$ cat src/hw/rtl/trsa_pkg.sv
// ----------------------------------------------------------------------------
// trsa_pkg
// Shared types and constants of the textbook rsa exponentiation block:
// controller states, datapath micro-operations, command and status bundles.
// ----------------------------------------------------------------------------
package trsa_pkg;

    // default widths and fixed field widths
    localparam int PRIME_BITS_DEF = 16;
    localparam int MOD_BITS_DEF   = 32;
    localparam int VALUE_BITS     = 32;
    localparam int CFG_IDX_BITS   = 2;

    // primes after reset
    localparam int RESET_P = 61;
    localparam int RESET_Q = 53;

    // configuration register indexes
    localparam logic [CFG_IDX_BITS-1:0] REG_P = 2'd0;
    localparam logic [CFG_IDX_BITS-1:0] REG_Q = 2'd1;

    // controller states
    typedef enum logic [4:0] {
        S_KEY_N,
        S_KEY_PHI,
        S_E_INIT,
        S_GCD_INIT,
        S_GCD_TEST,
        S_GCD_WAIT,
        S_D_CHK,
        S_INV_TEST,
        S_INV_DIV,
        S_INV_MUL,
        S_IDLE,
        S_ITEM,
        S_RED_WAIT,
        S_BIT,
        S_SQ_WAIT,
        S_MB_CHK,
        S_MB_WAIT,
        S_SHIFT,
        S_DONE
    } t_state;

    // datapath register operations
    typedef enum logic [3:0] {
        OP_NONE,
        OP_CALC_N,
        OP_CALC_PHI,
        OP_E_INIT,
        OP_E_NEXT,
        OP_GCD_INIT,
        OP_GCD_STEP,
        OP_D_ZERO,
        OP_INV_INIT,
        OP_INV_STEP,
        OP_INV_DONE,
        OP_ITEM_LOAD,
        OP_EXP_INIT,
        OP_EXP_FIRST,
        OP_ACC_MM,
        OP_EXP_SHIFT
    } t_dp_op;

    // divider operand select
    typedef enum logic {
        DIV_XY,
        DIV_VAL
    } t_div_sel;

    // modular multiplier operand select
    typedef enum logic [1:0] {
        MM_SQ,
        MM_BASE,
        MM_INV
    } t_mm_sel;

    typedef struct packed {
        t_dp_op   op;
        logic     div_start;
        t_div_sel div_sel;
        logic     mm_start;
        t_mm_sel  mm_sel;
        logic     result_load;
    } t_dp_cmd;

    typedef struct packed {
        logic cfg_hit;
        logic phi_le1;
        logic phi_le2;
        logic n_gt1;
        logic y_zero;
        logic x_one;
        logic exp_bit;
        logic started;
        logic cnt_zero;
        logic div_done;
        logic mm_done;
    } t_dp_stat;

endpackage

$ cat src/hw/rtl/trsa_div.sv
// ----------------------------------------------------------------------------
// trsa_div
// Restoring radix-2 divider, one quotient bit per cycle; quotient and
// remainder hold until the next start.
// ----------------------------------------------------------------------------
module trsa_div #(
    parameter int DIV_BITS = 32
) (
    input  logic                i_clk,
    input  logic                i_rst_n,
    input  logic                i_start,
    input  logic [DIV_BITS-1:0] i_num,
    input  logic [DIV_BITS-1:0] i_den,
    output logic                o_done,
    output logic [DIV_BITS-1:0] o_quo,
    output logic [DIV_BITS-1:0] o_rem
);

    localparam int CNT_BITS = $clog2(DIV_BITS + 1);

    logic                r_busy, n_busy;
    logic                r_done, n_done;
    logic [CNT_BITS-1:0] r_cnt, n_cnt;
    logic [DIV_BITS-1:0] r_quo, n_quo;
    logic [DIV_BITS-1:0] r_rem, n_rem;
    logic [DIV_BITS-1:0] r_den, n_den;
    logic [DIV_BITS:0]   sh;
    logic                ge;

    // one shift and trial subtract
    always_comb begin
        sh     = {r_rem, r_quo[DIV_BITS-1]};
        ge     = (sh >= {1'b0, r_den});
        n_busy = r_busy;
        n_done = 1'b0;
        n_cnt  = r_cnt;
        n_quo  = r_quo;
        n_rem  = r_rem;
        n_den  = r_den;
        if (i_start) begin
            n_busy = 1'b1;
            n_cnt  = CNT_BITS'(DIV_BITS);
            n_quo  = i_num;
            n_rem  = '0;
            n_den  = i_den;
        end else if (r_busy) begin
            n_rem = ge ? DIV_BITS'(sh - {1'b0, r_den}) : DIV_BITS'(sh);
            n_quo = {r_quo[DIV_BITS-2:0], ge};
            n_cnt = r_cnt - 1'b1;
            if (r_cnt == CNT_BITS'(1)) begin
                n_busy = 1'b0;
                n_done = 1'b1;
            end
        end
    end

    // control registers
    always_ff @(posedge i_clk) begin
        if (!i_rst_n) begin
            r_busy <= 1'b0;
            r_done <= 1'b0;
            r_cnt  <= '0;
        end else begin
            r_busy <= n_busy;
            r_done <= n_done;
            r_cnt  <= n_cnt;
        end
    end

    // operand registers
    always_ff @(posedge i_clk) begin
        r_quo <= n_quo;
        r_rem <= n_rem;
        r_den <= n_den;
    end

    assign o_done = r_done;
    assign o_quo  = r_quo;
    assign o_rem  = r_rem;

endmodule

$ cat src/hw/rtl/trsa_mulmod.sv
// ----------------------------------------------------------------------------
// trsa_mulmod
// Bit-serial modular multiplier: double-and-add over the multiplier bits,
// msb first, with both operands below the modulus.
// ----------------------------------------------------------------------------
module trsa_mulmod #(
    parameter int MOD_BITS = 32
) (
    input  logic                i_clk,
    input  logic                i_rst_n,
    input  logic                i_start,
    input  logic [MOD_BITS-1:0] i_x,
    input  logic [MOD_BITS-1:0] i_y,
    input  logic [MOD_BITS-1:0] i_m,
    output logic                o_done,
    output logic [MOD_BITS-1:0] o_prod
);

    localparam int CNT_BITS = $clog2(MOD_BITS + 1);

    logic                r_busy, n_busy;
    logic                r_done, n_done;
    logic [CNT_BITS-1:0] r_cnt, n_cnt;
    logic [MOD_BITS-1:0] r_x, n_x;
    logic [MOD_BITS-1:0] r_y, n_y;
    logic [MOD_BITS-1:0] r_m, n_m;
    logic [MOD_BITS-1:0] r_acc, n_acc;
    logic [MOD_BITS:0]   s1, s2;
    logic [MOD_BITS-1:0] a1, a2;

    // double, then conditionally add, each reduced once
    always_comb begin
        s1 = {1'b0, r_acc} + {1'b0, r_acc};
        a1 = (s1 >= {1'b0, r_m}) ? MOD_BITS'(s1 - {1'b0, r_m}) : MOD_BITS'(s1);
        s2 = {1'b0, a1} + {1'b0, r_x};
        a2 = (s2 >= {1'b0, r_m}) ? MOD_BITS'(s2 - {1'b0, r_m}) : MOD_BITS'(s2);
    end

    always_comb begin
        n_busy = r_busy;
        n_done = 1'b0;
        n_cnt  = r_cnt;
        n_x    = r_x;
        n_y    = r_y;
        n_m    = r_m;
        n_acc  = r_acc;
        if (i_start) begin
            n_busy = 1'b1;
            n_cnt  = CNT_BITS'(MOD_BITS);
            n_x    = i_x;
            n_y    = i_y;
            n_m    = i_m;
            n_acc  = '0;
        end else if (r_busy) begin
            n_acc = r_y[MOD_BITS-1] ? a2 : a1;
            n_y   = r_y << 1;
            n_cnt = r_cnt - 1'b1;
            if (r_cnt == CNT_BITS'(1)) begin
                n_busy = 1'b0;
                n_done = 1'b1;
            end
        end
    end

    // control registers
    always_ff @(posedge i_clk) begin
        if (!i_rst_n) begin
            r_busy <= 1'b0;
            r_done <= 1'b0;
            r_cnt  <= '0;
        end else begin
            r_busy <= n_busy;
            r_done <= n_done;
            r_cnt  <= n_cnt;
        end
    end

    // operand registers
    always_ff @(posedge i_clk) begin
        r_x   <= n_x;
        r_y   <= n_y;
        r_m   <= n_m;
        r_acc <= n_acc;
    end

    assign o_done = r_done;
    assign o_prod = r_acc;

endmodule

$ cat src/hw/rtl/trsa_dp.sv
// ----------------------------------------------------------------------------
// trsa_dp
// Datapath: prime registers, key registers, euclid and exponentiation
// working registers, shared divider and shared modular multiplier.
// ----------------------------------------------------------------------------
module trsa_dp #(
    parameter int PRIME_BITS = 16,
    parameter int MOD_BITS   = 32
) (
    input  logic                               i_clk,
    input  logic                               i_rst_n,
    input  logic                               i_cfg_we,
    input  logic [trsa_pkg::CFG_IDX_BITS-1:0]  i_cfg_index,
    input  logic [PRIME_BITS-1:0]              i_cfg_data,
    input  logic                               i_operation,
    input  logic [trsa_pkg::VALUE_BITS-1:0]    i_value,
    input  logic                               i_last_in_message,
    input  trsa_pkg::t_dp_cmd                  i_cmd,
    output trsa_pkg::t_dp_stat                 o_stat,
    output logic [trsa_pkg::VALUE_BITS-1:0]    o_result_value,
    output logic [trsa_pkg::VALUE_BITS-1:0]    o_public_exponent,
    output logic [trsa_pkg::VALUE_BITS-1:0]    o_private_exponent,
    output logic                               o_last_of_message
);
    import trsa_pkg::*;

    localparam int DIV_BITS = (MOD_BITS > VALUE_BITS) ? MOD_BITS : VALUE_BITS;
    localparam int CNT_BITS = $clog2(MOD_BITS + 1);

    logic [PRIME_BITS-1:0]   r_p, r_q;
    logic [MOD_BITS-1:0]     r_n, r_phi, r_e, r_d;
    logic [MOD_BITS-1:0]     r_x, r_y, r_t0, r_t1;
    logic [MOD_BITS-1:0]     r_acc, r_base, r_exp;
    logic [CNT_BITS-1:0]     r_cnt;
    logic                    r_started;
    logic                    r_op, r_last;
    logic [VALUE_BITS-1:0]   r_val;
    logic [VALUE_BITS-1:0]   r_res, r_res_e, r_res_d;
    logic                    r_res_last;

    logic [PRIME_BITS-1:0]   pm, qm, mul_a, mul_b;
    logic [2*PRIME_BITS-1:0] prod;
    logic [DIV_BITS-1:0]     div_num, div_den, div_quo, div_rem;
    logic                    div_done;
    logic [MOD_BITS-1:0]     qt, qt_red, mm_x, mm_y, mm_m, mm_prod, tn;
    logic                    mm_done;
    logic                    cfg_hit;

    assign cfg_hit = i_cfg_we && (i_cfg_index == REG_P || i_cfg_index == REG_Q);

    // key products, one shared multiplier
    assign pm    = (r_p >= PRIME_BITS'(2)) ? r_p - 1'b1 : '0;
    assign qm    = (r_q >= PRIME_BITS'(2)) ? r_q - 1'b1 : '0;
    assign mul_a = (i_cmd.op == OP_CALC_N) ? r_p : pm;
    assign mul_b = (i_cmd.op == OP_CALC_N) ? r_q : qm;
    assign prod  = mul_a * mul_b;

    // divider operands
    assign div_num = (i_cmd.div_sel == DIV_VAL) ? DIV_BITS'(r_val) : DIV_BITS'(r_x);
    assign div_den = (i_cmd.div_sel == DIV_VAL) ? DIV_BITS'(r_n) : DIV_BITS'(r_y);

    trsa_div #(
        .DIV_BITS (DIV_BITS)
    ) u_div (
        .i_clk   (i_clk),
        .i_rst_n (i_rst_n),
        .i_start (i_cmd.div_start),
        .i_num   (div_num),
        .i_den   (div_den),
        .o_done  (div_done),
        .o_quo   (div_quo),
        .o_rem   (div_rem)
    );

    // euclid quotient reduced below phi
    assign qt     = MOD_BITS'(div_quo);
    assign qt_red = (qt >= r_phi) ? qt - r_phi : qt;

    // multiplier operands
    always_comb begin
        unique case (i_cmd.mm_sel)
            MM_SQ: begin
                mm_x = r_acc;
                mm_y = r_acc;
                mm_m = r_n;
            end
            MM_BASE: begin
                mm_x = r_acc;
                mm_y = r_base;
                mm_m = r_n;
            end
            default: begin
                mm_x = qt_red;
                mm_y = r_t1;
                mm_m = r_phi;
            end
        endcase
    end

    trsa_mulmod #(
        .MOD_BITS (MOD_BITS)
    ) u_mulmod (
        .i_clk   (i_clk),
        .i_rst_n (i_rst_n),
        .i_start (i_cmd.mm_start),
        .i_x     (mm_x),
        .i_y     (mm_y),
        .i_m     (mm_m),
        .o_done  (mm_done),
        .o_prod  (mm_prod)
    );

    // next bezout coefficient, t0 - q*t1 mod phi
    assign tn = (r_t0 >= mm_prod) ? r_t0 - mm_prod : r_t0 + (r_phi - mm_prod);

    // configuration and exponent start flag
    always_ff @(posedge i_clk) begin
        if (!i_rst_n) begin
            r_p       <= PRIME_BITS'(RESET_P);
            r_q       <= PRIME_BITS'(RESET_Q);
            r_started <= 1'b0;
        end else begin
            if (i_cfg_we && i_cfg_index == REG_P) begin
                r_p <= i_cfg_data;
            end
            if (i_cfg_we && i_cfg_index == REG_Q) begin
                r_q <= i_cfg_data;
            end
            if (i_cmd.op == OP_EXP_INIT) begin
                r_started <= 1'b0;
            end else if (i_cmd.op == OP_EXP_FIRST && r_exp[MOD_BITS-1]) begin
                r_started <= 1'b1;
            end
        end
    end

    // working registers
    always_ff @(posedge i_clk) begin
        unique case (i_cmd.op)
            OP_NONE: begin
            end
            OP_CALC_N: begin
                r_n <= MOD_BITS'(prod);
            end
            OP_CALC_PHI: begin
                r_phi <= MOD_BITS'(prod);
            end
            OP_E_INIT: begin
                r_e <= MOD_BITS'(2);
            end
            OP_E_NEXT: begin
                r_e <= r_e + 1'b1;
            end
            OP_GCD_INIT: begin
                r_x <= r_phi;
                r_y <= r_e;
            end
            OP_GCD_STEP: begin
                r_x <= r_y;
                r_y <= MOD_BITS'(div_rem);
            end
            OP_D_ZERO: begin
                r_d <= '0;
            end
            OP_INV_INIT: begin
                r_x  <= r_phi;
                r_y  <= (r_e >= r_phi) ? r_e - r_phi : r_e;
                r_t0 <= '0;
                r_t1 <= MOD_BITS'(1);
            end
            OP_INV_STEP: begin
                r_x  <= r_y;
                r_y  <= MOD_BITS'(div_rem);
                r_t0 <= r_t1;
                r_t1 <= tn;
            end
            OP_INV_DONE: begin
                r_d <= (r_x == MOD_BITS'(1)) ? r_t0 : '0;
            end
            OP_ITEM_LOAD: begin
                r_op   <= i_operation;
                r_val  <= i_value;
                r_last <= i_last_in_message;
            end
            OP_EXP_INIT: begin
                r_base <= MOD_BITS'(div_rem);
                r_acc  <= MOD_BITS'(1);
                r_exp  <= r_op ? r_d : r_e;
                r_cnt  <= CNT_BITS'(MOD_BITS);
            end
            OP_EXP_FIRST: begin
                if (r_exp[MOD_BITS-1]) begin
                    r_acc <= r_base;
                end
                r_exp <= r_exp << 1;
                r_cnt <= r_cnt - 1'b1;
            end
            OP_ACC_MM: begin
                r_acc <= mm_prod;
            end
            OP_EXP_SHIFT: begin
                r_exp <= r_exp << 1;
                r_cnt <= r_cnt - 1'b1;
            end
        endcase
    end

    // result register
    always_ff @(posedge i_clk) begin
        if (i_cmd.result_load) begin
            r_res      <= (r_n > MOD_BITS'(1)) ? VALUE_BITS'(r_acc) : '0;
            r_res_e    <= VALUE_BITS'(r_e);
            r_res_d    <= VALUE_BITS'(r_d);
            r_res_last <= r_last;
        end
    end

    // status to controller
    always_comb begin
        o_stat.cfg_hit  = cfg_hit;
        o_stat.phi_le1  = (r_phi <= MOD_BITS'(1));
        o_stat.phi_le2  = (r_phi <= MOD_BITS'(2));
        o_stat.n_gt1    = (r_n > MOD_BITS'(1));
        o_stat.y_zero   = (r_y == '0);
        o_stat.x_one    = (r_x == MOD_BITS'(1));
        o_stat.exp_bit  = r_exp[MOD_BITS-1];
        o_stat.started  = r_started;
        o_stat.cnt_zero = (r_cnt == '0);
        o_stat.div_done = div_done;
        o_stat.mm_done  = mm_done;
    end

    assign o_result_value     = r_res;
    assign o_public_exponent  = r_res_e;
    assign o_private_exponent = r_res_d;
    assign o_last_of_message  = r_res_last;

endmodule

$ cat src/hw/rtl/trsa_ctrl.sv
// ----------------------------------------------------------------------------
// trsa_ctrl
// Controller: sequences key derivation after reset and each prime write,
// then modular reduction and square-and-multiply for each item.
// ----------------------------------------------------------------------------
module trsa_ctrl (
    input  logic               i_clk,
    input  logic               i_rst_n,
    input  logic               i_valid,
    output logic               o_ready,
    output logic               o_valid,
    input  logic               i_ready,
    input  trsa_pkg::t_dp_stat i_stat,
    output trsa_pkg::t_dp_cmd  o_cmd
);
    import trsa_pkg::*;

    t_state r_state, n_state;
    logic   r_valid, n_valid;

    // state and output valid registers
    always_ff @(posedge i_clk) begin
        if (!i_rst_n) begin
            r_state <= S_KEY_N;
            r_valid <= 1'b0;
        end else begin
            r_state <= n_state;
            r_valid <= n_valid;
        end
    end

    // next state and datapath commands
    always_comb begin
        n_state = r_state;
        n_valid = r_valid && !i_ready;
        o_ready = 1'b0;
        o_cmd   = '{op: OP_NONE, div_start: 1'b0, div_sel: DIV_XY,
                    mm_start: 1'b0, mm_sel: MM_SQ, result_load: 1'b0};
        unique case (r_state)
            S_KEY_N: begin
                o_cmd.op = OP_CALC_N;
                n_state  = S_KEY_PHI;
            end
            S_KEY_PHI: begin
                o_cmd.op = OP_CALC_PHI;
                n_state  = S_E_INIT;
            end
            S_E_INIT: begin
                o_cmd.op = OP_E_INIT;
                n_state  = i_stat.phi_le2 ? S_D_CHK : S_GCD_INIT;
            end
            S_GCD_INIT: begin
                o_cmd.op = OP_GCD_INIT;
                n_state  = S_GCD_TEST;
            end
            S_GCD_TEST: begin
                if (i_stat.y_zero) begin
                    if (i_stat.x_one) begin
                        n_state = S_D_CHK;
                    end else begin
                        o_cmd.op = OP_E_NEXT;
                        n_state  = S_GCD_INIT;
                    end
                end else begin
                    o_cmd.div_start = 1'b1;
                    n_state         = S_GCD_WAIT;
                end
            end
            S_GCD_WAIT: begin
                if (i_stat.div_done) begin
                    o_cmd.op = OP_GCD_STEP;
                    n_state  = S_GCD_TEST;
                end
            end
            S_D_CHK: begin
                if (i_stat.phi_le1) begin
                    o_cmd.op = OP_D_ZERO;
                    n_state  = S_IDLE;
                end else begin
                    o_cmd.op = OP_INV_INIT;
                    n_state  = S_INV_TEST;
                end
            end
            S_INV_TEST: begin
                if (i_stat.y_zero) begin
                    o_cmd.op = OP_INV_DONE;
                    n_state  = S_IDLE;
                end else begin
                    o_cmd.div_start = 1'b1;
                    n_state         = S_INV_DIV;
                end
            end
            S_INV_DIV: begin
                if (i_stat.div_done) begin
                    o_cmd.mm_start = 1'b1;
                    o_cmd.mm_sel   = MM_INV;
                    n_state        = S_INV_MUL;
                end
            end
            S_INV_MUL: begin
                if (i_stat.mm_done) begin
                    o_cmd.op = OP_INV_STEP;
                    n_state  = S_INV_TEST;
                end
            end
            S_IDLE: begin
                o_ready = !i_stat.cfg_hit;
                if (!i_stat.cfg_hit && i_valid) begin
                    o_cmd.op = OP_ITEM_LOAD;
                    n_state  = S_ITEM;
                end
            end
            S_ITEM: begin
                if (i_stat.n_gt1) begin
                    o_cmd.div_start = 1'b1;
                    o_cmd.div_sel   = DIV_VAL;
                    n_state         = S_RED_WAIT;
                end else begin
                    n_state = S_DONE;
                end
            end
            S_RED_WAIT: begin
                if (i_stat.div_done) begin
                    o_cmd.op = OP_EXP_INIT;
                    n_state  = S_BIT;
                end
            end
            S_BIT: begin
                if (i_stat.cnt_zero) begin
                    n_state = S_DONE;
                end else if (!i_stat.started) begin
                    o_cmd.op = OP_EXP_FIRST;
                end else begin
                    o_cmd.mm_start = 1'b1;
                    o_cmd.mm_sel   = MM_SQ;
                    n_state        = S_SQ_WAIT;
                end
            end
            S_SQ_WAIT: begin
                if (i_stat.mm_done) begin
                    o_cmd.op = OP_ACC_MM;
                    n_state  = S_MB_CHK;
                end
            end
            S_MB_CHK: begin
                if (i_stat.exp_bit) begin
                    o_cmd.mm_start = 1'b1;
                    o_cmd.mm_sel   = MM_BASE;
                    n_state        = S_MB_WAIT;
                end else begin
                    o_cmd.op = OP_EXP_SHIFT;
                    n_state  = S_BIT;
                end
            end
            S_MB_WAIT: begin
                if (i_stat.mm_done) begin
                    o_cmd.op = OP_ACC_MM;
                    n_state  = S_SHIFT;
                end
            end
            S_SHIFT: begin
                o_cmd.op = OP_EXP_SHIFT;
                n_state  = S_BIT;
            end
            S_DONE: begin
                // load output once the previous result is gone or leaving
                if (!r_valid || i_ready) begin
                    o_cmd.result_load = 1'b1;
                    n_valid           = 1'b1;
                    n_state           = S_IDLE;
                end
            end
            default: begin
                n_state = S_KEY_N;
            end
        endcase
        // prime write restarts key derivation
        if (i_stat.cfg_hit) begin
            n_state = S_KEY_N;
        end
    end

    assign o_valid = r_valid;

endmodule

$ cat src/hw/rtl/textbook_rsa_modexp.sv
// Per item: the input value is reduced modulo n, then E modular multiplies follow,
// W = MOD_BITS, E the number of modular multiplies (a square per exponent bit after the
// leading one plus a multiply per set bit among them, up to 2*(W-1)); the multiplies
// run on the bit-serial modular multiplier; for n <= 1 the item skips both and gives 0.
// Throughput: one item at a time; a finished result waits in the output register.
// Reset (synchronous, active low) loads primes 61 and 53 and derives n, phi, e, d;
// input ready stays low while keys are derived, after reset and after a prime write.
// ----------------------------------------------------------------------------
// textbook_rsa_modexp
// Textbook rsa: keys derived from two configured primes, then modular
// exponentiation of each input value with the public or private exponent.
// ----------------------------------------------------------------------------
module textbook_rsa_modexp #(
    parameter int PRIME_BITS = trsa_pkg::PRIME_BITS_DEF,
    parameter int MOD_BITS   = trsa_pkg::MOD_BITS_DEF
) (
    input  logic                               i_clk,
    input  logic                               i_rst_n,
    input  logic                               i_cfg_we,
    input  logic [trsa_pkg::CFG_IDX_BITS-1:0]  i_cfg_index,
    input  logic [PRIME_BITS-1:0]              i_cfg_data,
    input  logic                               i_valid,
    output logic                               o_ready,
    input  logic                               i_operation,
    input  logic [trsa_pkg::VALUE_BITS-1:0]    i_value,
    input  logic                               i_last_in_message,
    output logic                               o_valid,
    input  logic                               i_ready,
    output logic [trsa_pkg::VALUE_BITS-1:0]    o_result_value,
    output logic [trsa_pkg::VALUE_BITS-1:0]    o_public_exponent,
    output logic [trsa_pkg::VALUE_BITS-1:0]    o_private_exponent,
    output logic                               o_last_of_message
);
    import trsa_pkg::*;

    t_dp_cmd  cmd;
    t_dp_stat stat;

    // sequencer
    trsa_ctrl u_ctrl (
        .i_clk   (i_clk),
        .i_rst_n (i_rst_n),
        .i_valid (i_valid),
        .o_ready (o_ready),
        .o_valid (o_valid),
        .i_ready (i_ready),
        .i_stat  (stat),
        .o_cmd   (cmd)
    );

    // arithmetic and key storage
    trsa_dp #(
        .PRIME_BITS (PRIME_BITS),
        .MOD_BITS   (MOD_BITS)
    ) u_dp (
        .i_clk              (i_clk),
        .i_rst_n            (i_rst_n),
        .i_cfg_we           (i_cfg_we),
        .i_cfg_index        (i_cfg_index),
        .i_cfg_data         (i_cfg_data),
        .i_operation        (i_operation),
        .i_value            (i_value),
        .i_last_in_message  (i_last_in_message),
        .i_cmd              (cmd),
        .o_stat             (stat),
        .o_result_value     (o_result_value),
        .o_public_exponent  (o_public_exponent),
        .o_private_exponent (o_private_exponent),
        .o_last_of_message  (o_last_of_message)
    );

endmodule

$ cat config.mk
export PLATFORM = sky130hd
export DESIGN_NAME = textbook_rsa_modexp
export DESIGN_NICKNAME = d
export VERILOG_FILES = /design/src/hw/rtl/trsa_pkg.sv /design/src/hw/rtl/trsa_div.sv /design/src/hw/rtl/trsa_mulmod.sv /design/src/hw/rtl/trsa_dp.sv /design/src/hw/rtl/trsa_ctrl.sv /design/src/hw/rtl/textbook_rsa_modexp.sv
export SDC_FILE = /design/constraint.sdc
export NUM_CORES = 2
export LEC_CHECK = 0
export ABC_AREA = 1
export BUFFER_PORTS_ARGS = -buffer_cell sky130_fd_sc_hd__buf_2
export CAP_MARGIN = 25
export CORE_MARGIN = 3
export CORE_UTILIZATION = 37
export DETAILED_ROUTE_END_ITERATION = 16
export PLACE_DENSITY_LB_ADDON = 0.08
export SYNTH_ARGS = -nofsm -noshare
export SYNTH_HDL_FRONTEND = slang
export SYNTH_HIERARCHICAL = 1
export SYNTH_SLANG_ARGS = --single-unit
$ cat constraint.sdc
create_clock -name i_clk -period 9.9 [get_ports i_clk]
set_input_delay 0.495 -clock i_clk [delete_from_list [all_inputs] [get_ports i_clk]]
set_output_delay 0.495 -clock i_clk [all_outputs]
set_load 0.01 [all_outputs]
==> flow_summary.toml <==
[status]
status = "finished clean"

[min_path]
whs_path_depth = 3
worstHoldStart = "i_cfg_data[1]"
hold_path_end = "u_dp/r_q[1]"
hp-class = "input pin to flop"

[global_route]
grt_pass1_vias = 58400
grt_remaining_overflow = 0
grt_pass1_wl_mm = 418
grt_max_degree = 99
track_usage = 0.320
antenna_found_initial = 22

[synthesis]
post-synth-top-count-cell = "nand2_1"
synth_seq_area_share = 0.335
synth_top_family_by_area = "simple AND/OR/NAND/NOR gates"
synth_top_area_share = 0.298
yosys_register_bits = 768
muxShareOfSynthArea = 0.000172
synth_fa_ha_area_frac = 0.142
synthSimpleGateAreaFrac = 0.308
synth_ff_type = "edfxtp_1"
synth.net_count = 9879
synth_compound_area_frac = 0.0728
syn_area_per_cell_um2 = 7.09
synthCells = 9220
yosysWarnings = 6
synth_area_leaders = "edfxtp_1 (30%), nand2_1 (17%), inv_1 (10%)"
yosysTopAreaCell = "edfxtp_1"
synth_cell_types = 60
syn-cell-area_um2 = 65300
async_flop_share = 0
synth_xor_area_frac = 0.0232
synth_edf_count = 649
synth_commonest_cells = "nand2_1 (2967), inv_1 (1750), nor2_1 (967)"

[worst_setup_path]
cp_slowest_cell = "fa_1"
cp.arrival_ps = 9280
rr_worst_depth = 36
worstSetupStartpointType = "flop"
crit_type = "flop to flop"
slowest_delay_ps = 530
r2r_setup_slack_ps = 1150
timing.rr.start = "u_dp/r_phi[7]"
cp_max_fo = 7
end_kind = "flop"
cpMostUsedCell = "inv_1"
reg2reg_to = "u_dp/r_n[26]"
worstPathRequired_ps = 10440

[cells_and_area]
stdcell_area_um2 = 73100
syn_to_final_growth_pct = 11.9
n_fill_cell = 18600
nNetsFinal = 10100
drive_above_1_share = 0.0680

[timing]
holdWs_ps = 69.9
post-route-period-util = 0.884
period_minus_slack_ps = 8750
finClkSkew_ps = 34.1
hold_violations = 0
slew_headroom = 0.262
setup_viol_count_final = 0
fmax_ghz = 0.114
tightest_slew_ps = 1110
slew_violations = 0
setup_tns_ps = 0
rsz0062_at_grt = "false"

[place]
hpwl_mm = 242
place_congestion = 0.989
portBuffers = 155
placed_cell_area_um2 = 69300

[clock_tree]
cts_buffer_depth = 3
post-cts-setup-buffers = 0
clkTransAtPathRegs_ps = 70
cts.sinks = 768
numCtsBuffers = 95
cts_hold_buf = 42
post_cts_resize_count = 0
cts_tree = "yes"
cts_root_buffer = "clkbuf_16"
clk_latency_ps = 760
htree_levels = 3

[power_and_ir_drop]
power-per-cell-area_nw_per_um2 = 200
vdd_ir_drop_max_mv = 0.216
power.leakage_nw = 36.4

[floorplanning]
die-area_um2 = 182000
ios = 156
core-area_um2 = 175000
row_count = 153
die_w_um = 426
die_h_um = 426
initial_core_util = 0.374

[route]
vias = 61900
drc = 0
dr.first_iter.drc_count = 6641
antenna_left = 0
drt_wl_total_mm = 296
avgViaCountPerCell = 5.21
drtPass1Iterations = 8
wire_per_inst_um = 24.9

[run]
max_cap_violations = 0
==> report_power, final <==
part / total (mW) / internal, mW / switching [mW]
clock: 3.80 / 2.21 / 1.59
combinational: 6.52 / 2.15 / 4.37
sequential: 4.29 / 3.95 / 0.339
==> layout by cell type, fill, tap and decap left out, drive strengths merged, types with 26 or more instances in the layout <==
| cell type | synthesis | final |
|---|---|---|
| dfxtp | 119 | 119 |
| nand4 | 101 | 101 |
| xor2 | 100 | 100 |
| clkbuf | 117 | 114 |
| edfxtp | 649 | 649 |
| nand3 | 459 | 459 |
| nor3 | 92 | 92 |
| ha | 370 | 370 |
| dlygate4sd3 | 0 | 42 |
| clkinv | 4 | 33 |
| o21ai | 388 | 388 |
| buf | 92 | 317 |
| nor4 | 26 | 26 |
| and2 | 37 | 37 |
| nor2 | 1000 | 1000 |
| o22ai | 33 | 33 |
| o21bai | 46 | 46 |
| nand3b | 90 | 90 |
| xnor2 | 73 | 73 |
| a21oi | 301 | 301 |
| inv | 1777 | 1790 |
| nand2 | 3013 | 3013 |
| fa | 232 | 232 |
==> critical path: cells and delay by family, from the launching register on <==
kind | cells | cell delay, ps
buffers and inverters | 8 | 1110
AND/OR/NAND/NOR | 15 | 2560
XOR/XNOR | 1 | 280
AO/OA/AOI/OAI | 5 | 960
adder cells (fa/ha/maj) | 7 | 3200
flip-flops | 1 | 420
==> how the worst max path moves through the flow <==
stage / startpoint / endpoint / slack [ps] / depth (start not counted)
3_5_place_dp: u_dp/r_phi[7] / u_dp/r_n[22] / 1140 / 35
6_report: u_dp/r_phi[7] / u_dp/r_n[26] / 1150 / 36
5_1_grt: u_dp/r_y[5] / u_dp/r_phi[23] / 490 / 39
4_1_cts: u_dp/r_phi[7] / u_dp/r_n[22] / 1100 / 35
2_1_floorplan: u_ctrl/r_state[3] / u_dp/o_last_of_message / 2030 / 3
3_3_place_gp: u_dp/r_y[6] / u_dp/r_phi[26] / 1130 / 37
==> layout make-up <==
class	instances	area (µm²)	area share
clock buffers	114	2550	0.0349
well taps	2325	2910	0.0398
clock inverters	65	803	0.0110
flip-flops and latches	768	21900	0.299
repair buffers	359	2440	0.0334
inverters	1781	6690	0.0915
multi-input cells	6462	35800	0.490
diodes	11	27.5	0.000376
==> kinds of logic (layout without fill, tap and decap cells) <==
family	count (synthesis)	in the layout
DFF	768	768
and+or+nand+nor	4839	4839
buffers and inverters	1990	2319
muxes	1	1
other	0	11
xor gates and xnor gates	173	173
adders and majority gates	602	602
AOI/OAI and AO/OA	847	847
==> per-stage QoR <==
step	util	std cells	setup WS (ps)	power [mW]
final	0.418	11900	1150	14.6
after global routing	0.418	11900	491	15.5
after CTS	0.418	11900	1100	14.7
after detailed placement	0.396	11700	1140	10.8
after global placement	0.396	11700	1130	10.8
after floorplan	-	9220	2030	8.15
==> layer usage <==
metal,wire length (µm),vias up,GRT usage
li1,-,29400,-
met3,21200,367,0.0461
met4,12300,10,0.119
met5,69,-,0
met1,132000,29800,0.450
met2,131000,2413,0.498
No activity file was read; power rests on OpenSTA's default activity.
